--- src/rtl/white_patch_auto_white_balance_top_macros.svh ---
// Assertion macros for the white-patch auto white balance block.
`ifndef WHITE_PATCH_AUTO_WHITE_BALANCE_TOP_MACROS_SVH
`define WHITE_PATCH_AUTO_WHITE_BALANCE_TOP_MACROS_SVH
`ifndef ASSERT_OFF
`define WPB_ASSERT_IMP(label, clk, rst, ante, cons) \
  label: assert property (@(posedge clk) disable iff (rst) (ante) |-> (cons)) \
    else $error("assertion failed");
`define WPB_ASSERT_NEXT(label, clk, rst, ante, cons) \
  label: assert property (@(posedge clk) disable iff (rst) (ante) |=> (cons)) \
    else $error("assertion failed");
`else
`define WPB_ASSERT_IMP(label, clk, rst, ante, cons)
`define WPB_ASSERT_NEXT(label, clk, rst, ante, cons)
`endif
`endif

--- src/rtl/wpawb_pkg.sv ---
`default_nettype none
package wpawb_pkg;
  localparam int unsigned PixW = 15;
  localparam int unsigned GainW = 32;
  localparam logic [2:0] RegAuto = 3'd0;
  localparam logic [2:0] RegClip = 3'd1;
  localparam logic [2:0] RegGain0 = 3'd2;
  localparam logic [2:0] RegGain1 = 3'd3;
  localparam logic [2:0] RegGain2 = 3'd4;

  // Commands from the controller to the datapath.
  typedef struct packed {
    logic take;      // an input item is accepted
    logic div_start; // load the divider for a channel
    logic div_step;  // one quotient bit
    logic div_store; // write the finished gain
    logic [1:0] chan;
  } wpawb_cmd_t;

  typedef struct packed {
    logic need_update; // the input item ends a frame with auto on
  } wpawb_sts_t;
endpackage
`default_nettype wire

--- src/rtl/wpawb_ctrl.sv ---
`default_nettype none
module wpawb_ctrl #(
  parameter int unsigned QUOT_BITS = 48
) (
  input  wire logic clk,
  input  wire logic rst,
  input  wire logic in_valid,
  output logic in_ready,
  input  wire logic out_busy,
  input  wire wpawb_pkg::wpawb_sts_t sts,
  output wpawb_pkg::wpawb_cmd_t cmd
);
  import wpawb_pkg::*;
  localparam int unsigned CntW = $clog2(QUOT_BITS + 1);
  typedef enum logic [1:0] {S_RUN, S_LOAD, S_DIV, S_STORE} state_t;
  state_t state;
  logic [CntW-1:0] cnt;
  logic [1:0] chan;

  assign in_ready = (state == S_RUN) && !out_busy;
  always_comb begin
    cmd.take = in_valid && in_ready;
    cmd.div_start = (state == S_LOAD);
    cmd.div_step = (state == S_DIV);
    cmd.div_store = (state == S_STORE);
    cmd.chan = chan;
  end

  always_ff @(posedge clk) begin
    if (rst) begin
      state <= S_RUN;
      cnt <= '0;
      chan <= '0;
    end else begin
      unique case (state)
        S_RUN: if (cmd.take && sts.need_update) begin
          state <= S_LOAD;
          chan <= 2'd0;
        end
        S_LOAD: begin
          state <= S_DIV;
          cnt <= CntW'(QUOT_BITS);
        end
        S_DIV: begin
          cnt <= cnt - 1'b1;
          if (cnt == CntW'(1)) state <= S_STORE;
        end
        S_STORE: begin
          if (chan == 2'd2) state <= S_RUN;
          else begin
            chan <= chan + 1'b1;
            state <= S_LOAD;
          end
        end
        default: state <= S_RUN;
      endcase
    end
  end
endmodule
`default_nettype wire

--- src/rtl/wpawb_dp.sv ---
`default_nettype none
module wpawb_dp #(
  parameter int unsigned PIXEL_BITS = 15,
  parameter int unsigned GAIN_FRACTION_BITS = 16,
  parameter int unsigned QUOT_BITS = 48
) (
  input  wire logic clk,
  input  wire logic rst,
  input  wire wpawb_pkg::wpawb_cmd_t cmd,
  output wpawb_pkg::wpawb_sts_t sts,
  input  wire logic auto_enable,
  input  wire logic [wpawb_pkg::PixW-1:0] clip_threshold,
  input  wire logic [wpawb_pkg::GainW-1:0] manual_gain [3],
  input  wire logic [wpawb_pkg::PixW-1:0] ch_in [3],
  input  wire logic frame_end,
  input  wire logic out_ready,
  output logic out_valid,
  output logic [wpawb_pkg::PixW-1:0] ch_out [3],
  output logic frame_end_out
);
  import wpawb_pkg::*;
  localparam int unsigned ProdW = PIXEL_BITS + GainW;
  localparam int unsigned SumW = PIXEL_BITS + 2;
  localparam int unsigned MeanW = SumW + 17;
  localparam logic [16:0] Recip3 = 17'd43691;
  localparam logic [GainW-1:0] GainOne = GainW'(64'd1 << GAIN_FRACTION_BITS);
  localparam logic [PIXEL_BITS-1:0] PixMax = '1;

  logic [PIXEL_BITS-1:0] px [3];
  logic [SumW-1:0] sum;
  logic [MeanW-1:0] mprod;
  logic [PIXEL_BITS-1:0] mean;
  logic [PIXEL_BITS-1:0] bmean;
  logic [PIXEL_BITS-1:0] bpix [3];
  logic start_flag;
  logic [GainW-1:0] mgain [3];
  logic [GainW-1:0] g [3];
  logic [ProdW-1:0] prod [3];
  logic [ProdW-1:0] rnd [3];

  always_comb begin
    sum = '0;
    for (int i = 0; i < 3; i++) begin
      px[i] = ch_in[i][PIXEL_BITS-1:0];
      g[i] = auto_enable ? mgain[i] : manual_gain[i];
      prod[i] = ProdW'(px[i]) * ProdW'(g[i]);
      rnd[i] = (prod[i] + (ProdW'(1) << (GAIN_FRACTION_BITS - 1))) >> GAIN_FRACTION_BITS;
      if (PixW'(px[i]) <= clip_threshold) sum = sum + SumW'(px[i]);
    end
    // Divide by three as a multiply by 2^17 / 3 rounded up; exact for every sum here.
    mprod = MeanW'(sum + 1'b1) * MeanW'(Recip3);
    mean = PIXEL_BITS'(mprod >> 17);
  end
  assign sts.need_update = frame_end && auto_enable;

  // Output register; the controller holds the input while it is full and the output is not ready.
  always_ff @(posedge clk) begin
    if (rst) out_valid <= 1'b0;
    else if (cmd.take) out_valid <= 1'b1;
    else if (out_ready) out_valid <= 1'b0;
    if (cmd.take) begin
      for (int i = 0; i < 3; i++)
        ch_out[i] <= (rnd[i] > ProdW'(PixMax)) ? PixW'(PixMax) : PixW'(rnd[i]);
      frame_end_out <= frame_end;
    end
  end

  // Brightest-pixel tracker.
  always_ff @(posedge clk) begin
    if (rst) begin
      start_flag <= 1'b1;
      bmean <= '0;
      for (int i = 0; i < 3; i++) bpix[i] <= '0;
    end else if (cmd.take) begin
      if (start_flag || mean > bmean) begin
        bmean <= mean;
        for (int i = 0; i < 3; i++) bpix[i] <= px[i];
      end
      start_flag <= frame_end;
    end
  end

  // Restoring divider: one quotient bit a cycle.
  logic [PIXEL_BITS-1:0] top;
  logic [PIXEL_BITS-1:0] dvs;
  logic [QUOT_BITS-1:0] num;
  logic [PIXEL_BITS:0] rem;
  logic [PIXEL_BITS:0] rem_sh;
  logic [QUOT_BITS-1:0] quo;
  always_comb begin
    top = bpix[0];
    if (bpix[1] > top) top = bpix[1];
    if (bpix[2] > top) top = bpix[2];
    rem_sh = {rem[PIXEL_BITS-1:0], num[QUOT_BITS-1]};
  end
  always_ff @(posedge clk) begin
    if (rst) begin
      for (int i = 0; i < 3; i++) mgain[i] <= GainOne;
    end else if (cmd.div_store) begin
      if (dvs == '0) mgain[cmd.chan] <= GainOne;
      else if (quo[QUOT_BITS-1:GainW] != '0) mgain[cmd.chan] <= '1;
      else mgain[cmd.chan] <= quo[GainW-1:0];
    end
    if (cmd.div_start) begin
      dvs <= bpix[cmd.chan];
      num <= (QUOT_BITS'(top) << GAIN_FRACTION_BITS) +
             QUOT_BITS'(bpix[cmd.chan] >> 1);
      rem <= '0;
      quo <= '0;
    end else if (cmd.div_step) begin
      num <= num << 1;
      if (rem_sh >= {1'b0, dvs}) begin
        rem <= rem_sh - {1'b0, dvs};
        quo <= {quo[QUOT_BITS-2:0], 1'b1};
      end else begin
        rem <= rem_sh;
        quo <= {quo[QUOT_BITS-2:0], 1'b0};
      end
    end
  end
endmodule
`default_nettype wire

--- src/rtl/white_patch_auto_white_balance_top.sv ---
// White-patch auto white balance. Each item is one three-channel pixel; every
// channel is multiplied by its gain, rounded and saturated, and the result goes
// through an output register. An ordinary pixel does not itself hold the input.
// On a frame-end pixel with auto on, a bit-serial divider computes the three
// new gains, one quotient bit per cycle, and input is held until all three are
// stored; each gain takes QuotBits quotient bits, where QuotBits is the larger
// of PIXEL_BITS + GAIN_FRACTION_BITS + 1 and 33.
// A result that waits on the output also holds the input until it leaves.
// New gains apply from the next frame.
`default_nettype none
`include "white_patch_auto_white_balance_top_macros.svh"
module white_patch_auto_white_balance_top #(
  parameter int unsigned PIXEL_BITS = 15,
  parameter int unsigned GAIN_FRACTION_BITS = 16
) (
  input  wire logic clk,
  input  wire logic rst,
  input  wire logic psel,
  input  wire logic penable,
  input  wire logic pwrite,
  input  wire logic [4:0] paddr,
  input  wire logic [31:0] pwdata,
  output logic [31:0] prdata,
  output logic pready,
  input  wire logic in_valid,
  output logic in_ready,
  input  wire logic [14:0] first_channel,
  input  wire logic [14:0] second_channel,
  input  wire logic [14:0] third_channel,
  input  wire logic frame_end,
  output logic out_valid,
  input  wire logic out_ready,
  output logic [14:0] balanced_first,
  output logic [14:0] balanced_second,
  output logic [14:0] balanced_third,
  output logic frame_end_out
);
  import wpawb_pkg::*;
  // The quotient must be wider than a gain so that an overflow can be seen.
  localparam int unsigned QuotBits =
    (PIXEL_BITS + GAIN_FRACTION_BITS + 1 > GainW) ?
    PIXEL_BITS + GAIN_FRACTION_BITS + 1 : GainW + 1;
  localparam logic [GainW-1:0] GainOne = GainW'(64'd1 << GAIN_FRACTION_BITS);

  logic auto_enable;
  logic [PixW-1:0] clip_threshold;
  logic [GainW-1:0] manual_gain [3];
  logic [2:0] reg_idx;
  logic wr;
  wpawb_cmd_t cmd;
  wpawb_sts_t sts;
  logic [PixW-1:0] ch_in [3];
  logic [PixW-1:0] ch_out [3];

  assign pready = 1'b1;
  assign reg_idx = paddr[4:2];
  assign wr = psel && penable && pwrite;

  // Configuration registers; writes beyond the last register are dropped.
  always_ff @(posedge clk) begin
    if (rst) begin
      auto_enable <= 1'b0;
      clip_threshold <= PixW'(4000);
      for (int i = 0; i < 3; i++) manual_gain[i] <= GainOne;
    end else if (wr) begin
      unique case (reg_idx)
        RegAuto: auto_enable <= pwdata[0];
        RegClip: clip_threshold <= pwdata[PixW-1:0];
        RegGain0: manual_gain[0] <= pwdata;
        RegGain1: manual_gain[1] <= pwdata;
        RegGain2: manual_gain[2] <= pwdata;
        default: ;
      endcase
    end
  end

  always_comb begin
    unique case (reg_idx)
      RegAuto: prdata = {31'd0, auto_enable};
      RegClip: prdata = {17'd0, clip_threshold};
      RegGain0: prdata = manual_gain[0];
      RegGain1: prdata = manual_gain[1];
      RegGain2: prdata = manual_gain[2];
      default: prdata = '0;
    endcase
  end

  assign ch_in[0] = first_channel;
  assign ch_in[1] = second_channel;
  assign ch_in[2] = third_channel;
  assign balanced_first = ch_out[0];
  assign balanced_second = ch_out[1];
  assign balanced_third = ch_out[2];

  wpawb_ctrl #(.QUOT_BITS(QuotBits)) u_ctrl (
    .clk(clk), .rst(rst), .in_valid(in_valid), .in_ready(in_ready),
    .out_busy(out_valid && !out_ready), .sts(sts), .cmd(cmd)
  );

  wpawb_dp #(
    .PIXEL_BITS(PIXEL_BITS), .GAIN_FRACTION_BITS(GAIN_FRACTION_BITS),
    .QUOT_BITS(QuotBits)
  ) u_dp (
    .clk(clk), .rst(rst), .cmd(cmd), .sts(sts), .auto_enable(auto_enable),
    .clip_threshold(clip_threshold), .manual_gain(manual_gain), .ch_in(ch_in),
    .frame_end(frame_end), .out_ready(out_ready), .out_valid(out_valid),
    .ch_out(ch_out), .frame_end_out(frame_end_out)
  );

  // A held result is never overwritten, and no item enters during a gain update.
  `WPB_ASSERT_IMP(a_no_overrun, clk, rst, out_valid && !out_ready, !in_ready)
  `WPB_ASSERT_IMP(a_no_take_div, clk, rst, cmd.div_step || cmd.div_store, !in_ready)
  `WPB_ASSERT_NEXT(a_update_starts, clk, rst, cmd.take && sts.need_update, cmd.div_start)
endmodule
`default_nettype wire

--- config.mk ---
export PLATFORM = sky130hd
export DESIGN_NAME = white_patch_auto_white_balance_top
export DESIGN_NICKNAME = d
export VERILOG_FILES = /design/src/rtl/wpawb_pkg.sv /design/src/rtl/wpawb_ctrl.sv /design/src/rtl/wpawb_dp.sv /design/src/rtl/white_patch_auto_white_balance_top.sv
export VERILOG_INCLUDE_DIRS = /design/src /design/src/rtl
export SDC_FILE = /design/constraint.sdc
export NUM_CORES = 2
export LEC_CHECK = 0
export ABC_CLOCK_PERIOD_IN_PS = 22600
export BUFFER_PORTS_ARGS = -buffer_cell sky130_fd_sc_hd__buf_2
export CORE_ASPECT_RATIO = 1.1
export CORE_MARGIN = 5
export CORE_UTILIZATION = 40
export DETAILED_ROUTE_END_ITERATION = 8
export GPL_ROUTABILITY_DRIVEN = 0
export PLACE_DENSITY_LB_ADDON = 0.08
export SLEW_MARGIN = 20
export SYNTH_ARGS = -nofsm -noshare
export SYNTH_HDL_FRONTEND = slang
export SYNTH_SLANG_ARGS = --single-unit
--- constraint.sdc ---
create_clock -name clk -period 22.6 [get_ports clk]
set_clock_uncertainty 0.15 [all_clocks]
set_input_delay 4.52 -clock clk [delete_from_list [all_inputs] [get_ports clk]]
set_output_delay 4.52 -clock clk [all_outputs]
set_load 0.02 [all_outputs]
==> impl_metrics.yaml <==
die:
  start_util: 0.401
  rows: 164
  ios: 171
  die-area_sq_mm: 0.190
  die_w_um: 416
  core_area_sq_mm: 0.181
  die_y_um: 457
timing:
  fin_crit_sh: 0.836
  hold_violations: 0
  max_freq_mhz: 52.9
  holdWs_ns: 0.306
  slew_headroom: 0.233
  final_max_slew_viol_count: 0
  rsz0062_at_grt: "no"
  final.setup.worst_slack_ns: 3.70
  fin_crit_ns: 18.90
  setup-tns-final_ns: 0
  tightest_slew_ns: 1.15
  setup_viol: 0
synthesis:
  synth_most_common_cell: "inv_1"
  synth.top_cell.area_share: 0.347
  synthCells: 8051
  synth_area_leader_cell: "fa_1"
  synth_area_per_cell_sq_um: 9.03
  synth_warnings: 0
  ys_seq_area_frac: 0.149
  synthTopCellsByArea: "fa_1 (35%), ha_1 (12%), edfxtp_1 (9.7%)"
  synth_seq_cells: 424
  ys_top_cells_by_count: "inv_1 (1452), nand2_1 (1423), fa_1 (1259)"
  async_flop_share: 0
  yosysUniqueCellTypes: 99
  syn_area_sq_mm: 0.0727
  synth_edf_count: 235
  ys.flop_type: "edfxtp_1"
final_layout:
  design_area_sq_mm: 0.0776
  final_nets: 9996
  fillers: 18100
  fin_util: 0.428
  syn2layout_area_growth_pct: 6.74
  layout-drive-gt1-share: 0.0649
  stdcell_count: 10400
clocking:
  h-tree-depth: 2
  clkLatencyLatePin_ns: 0.70
  cts_hold_buffers: 0
  post_cts_buffers: 0
  clock_path_buffers: 3
  clk_pin_slew_ns: 0.06
  cts_tree: "built"
  cts_resized: 0
  cts_inserted_buffers: 53
  clock-sinks: 424
  root_buffer: "clkbuf_16"
min_path:
  whs_path_depth: 2
  hp-start: "clip_threshold[3]"
  hold_end: "clip_threshold[3]"
  hp-class: "register to register"
grt:
  grt_pass1_wl_um: 354000
  grt.total_usage: 0.241
  grt_pass1_vias: 58300
  grt_max_degree: 66
  antenna_found_initial: 19
  overflow: 0
worst_setup_path:
  r2r-end: "u_dp.bpix[1][8]"
  critPathLaunchType: "input pin"
  r2r_cells: 55
  critPathKind: "input pin to register"
  reg2reg_slack_ns: 7.59
  critPathMaxStageDelay_ns: 0.56
  cp_max_fo: 36
  crit_path_top_delay_cell: "clkinv_1"
  worst_ep_arrival_time_ns: 19.12
  cp-end-kind: "register"
  required_ns: 22.81
  reg2reg_from: "clip_threshold[4]"
  cpMostUsedCell: "ha_1"
placed_design:
  dp_hpwl_um: 174000
  port_buffers: 167
  dpl_cell_area_sq_mm: 0.0757
  dp_slack_ns: 3.00
  post-place-cells: 10300
power:
  p_leak_nw: 34.5
  ir_drop_v: 0.000222
  p_per_area_mw_per_mm2: 79.8
  power_mw: 6.19
status:
  outcome: "complete, no violations"
detailed_routing:
  dr_total_vias: 54300
  wl_per_cell_um: 21.8
  first_pass_iters: 8
  antenna_left: 0
  drc: 0
  drt_iter0_drc: 3038
  finalWirelength_um: 228000
  viasPerCell: 5.21
flow_run:
  drv_cap: 0
-- metal layers --
metal / vias up / part of all wire / routed length [um] / GRT usage
li1: 25000 / - / - / -
met1: 28000 / 0.42 / 95800 / 0.306
met2: 1060 / 0.50 / 114000 / 0.424
met3: 277 / 0.034 / 7670 / 0.0226
met4: 0 / 0.046 / 10500 / 0.0944
met5: - / 0 / 0 / 0
-- registers in the layout, indices dropped and copies added, names as in the netlist, 33 cells and up, named ones only --
name	count
u_dp.mgain	96
u_dp.num	33
u_dp.quo	33
manual_gain	96
u_dp.bpix	45
u_dp.ch_out	45
-- cells by family after synthesis --
group | Yosys count | share of synthesized area
compound gates | 808 | 0.0717
flops | 424 | 0.149
fa+ha+maj | 1942 | 0.464
xor+xnor | 131 | 0.0158
simple gates | 2657 | 0.168
other cells | 2 | 0.000103
mux | 235 | 0.0346
buf+inv | 1852 | 0.0962
-- worst max-delay path, delay by kind of cell --
family,cells,cell delay (ns)
AO/OA/AOI/OAI,23,6.11
buffers and inverters,10,2.12
adder cells (fa/ha/maj),11,4.27
AND/OR/NAND/NOR,9,1.24
XOR/XNOR,3,0.75
-- layout by cell type, fill, tap and decap left out, types with 82 or more instances in the layout --
master and n:
a21o_1 82, a21oi_1 273, and2_1 521, buf_2 166
buf_4 87, dfxtp_1 188, edfxtp_1 235, fa_1 1259
ha_1 681, inv_1 1450, mux2_2 111, mux2i_1 121
nand2_1 1423, nand3_1 89, nor2_1 331, o21ai_0 162
-- power breakdown --
group / internal (mW) / switching (mW)
sequential: 0.987 / 0.0702
combinational: 1.79 / 2.44
clock: 0.513 / 0.398
total: 3.29 / 2.91
-- how the worst max path moves through the flow --
stage	from	end	slack (ns)	cells past startpoint
finish	first_channel[8]	u_dp.bpix[1][8]	3.70	56
global route	first_channel[8]	u_dp.bpix[1][8]	2.64	56
CTS	first_channel[8]	u_dp.bpix[1][10]	3.66	56
detailed placement	first_channel[8]	u_dp.bpix[1][7]	3.00	56
global placement	first_channel[8]	u_dp.bpix[1][8]	2.98	56
floorplan	first_channel[0]	u_dp.bpix[0][0]	4.78	58
-- cell type report --
| cell class | instances | area, sq um | share of cell area |
|---|---|---|---|
| Antenna cell | 17 | 42.5 | 0.000548 |
| Tap cell | 2407 | 3010 | 0.0388 |
| Clock inverter | 20 | 229 | 0.00295 |
| Sequential cell | 424 | 10800 | 0.140 |
| Inverter | 1452 | 5450 | 0.0703 |
| Timing Repair Buffer | 254 | 1490 | 0.0192 |
| Multi-Input combinational cell | 5779 | 54900 | 0.708 |
| Clock buffer | 80 | 1580 | 0.0204 |
No activity file was read; power rests on OpenSTA's default activity.
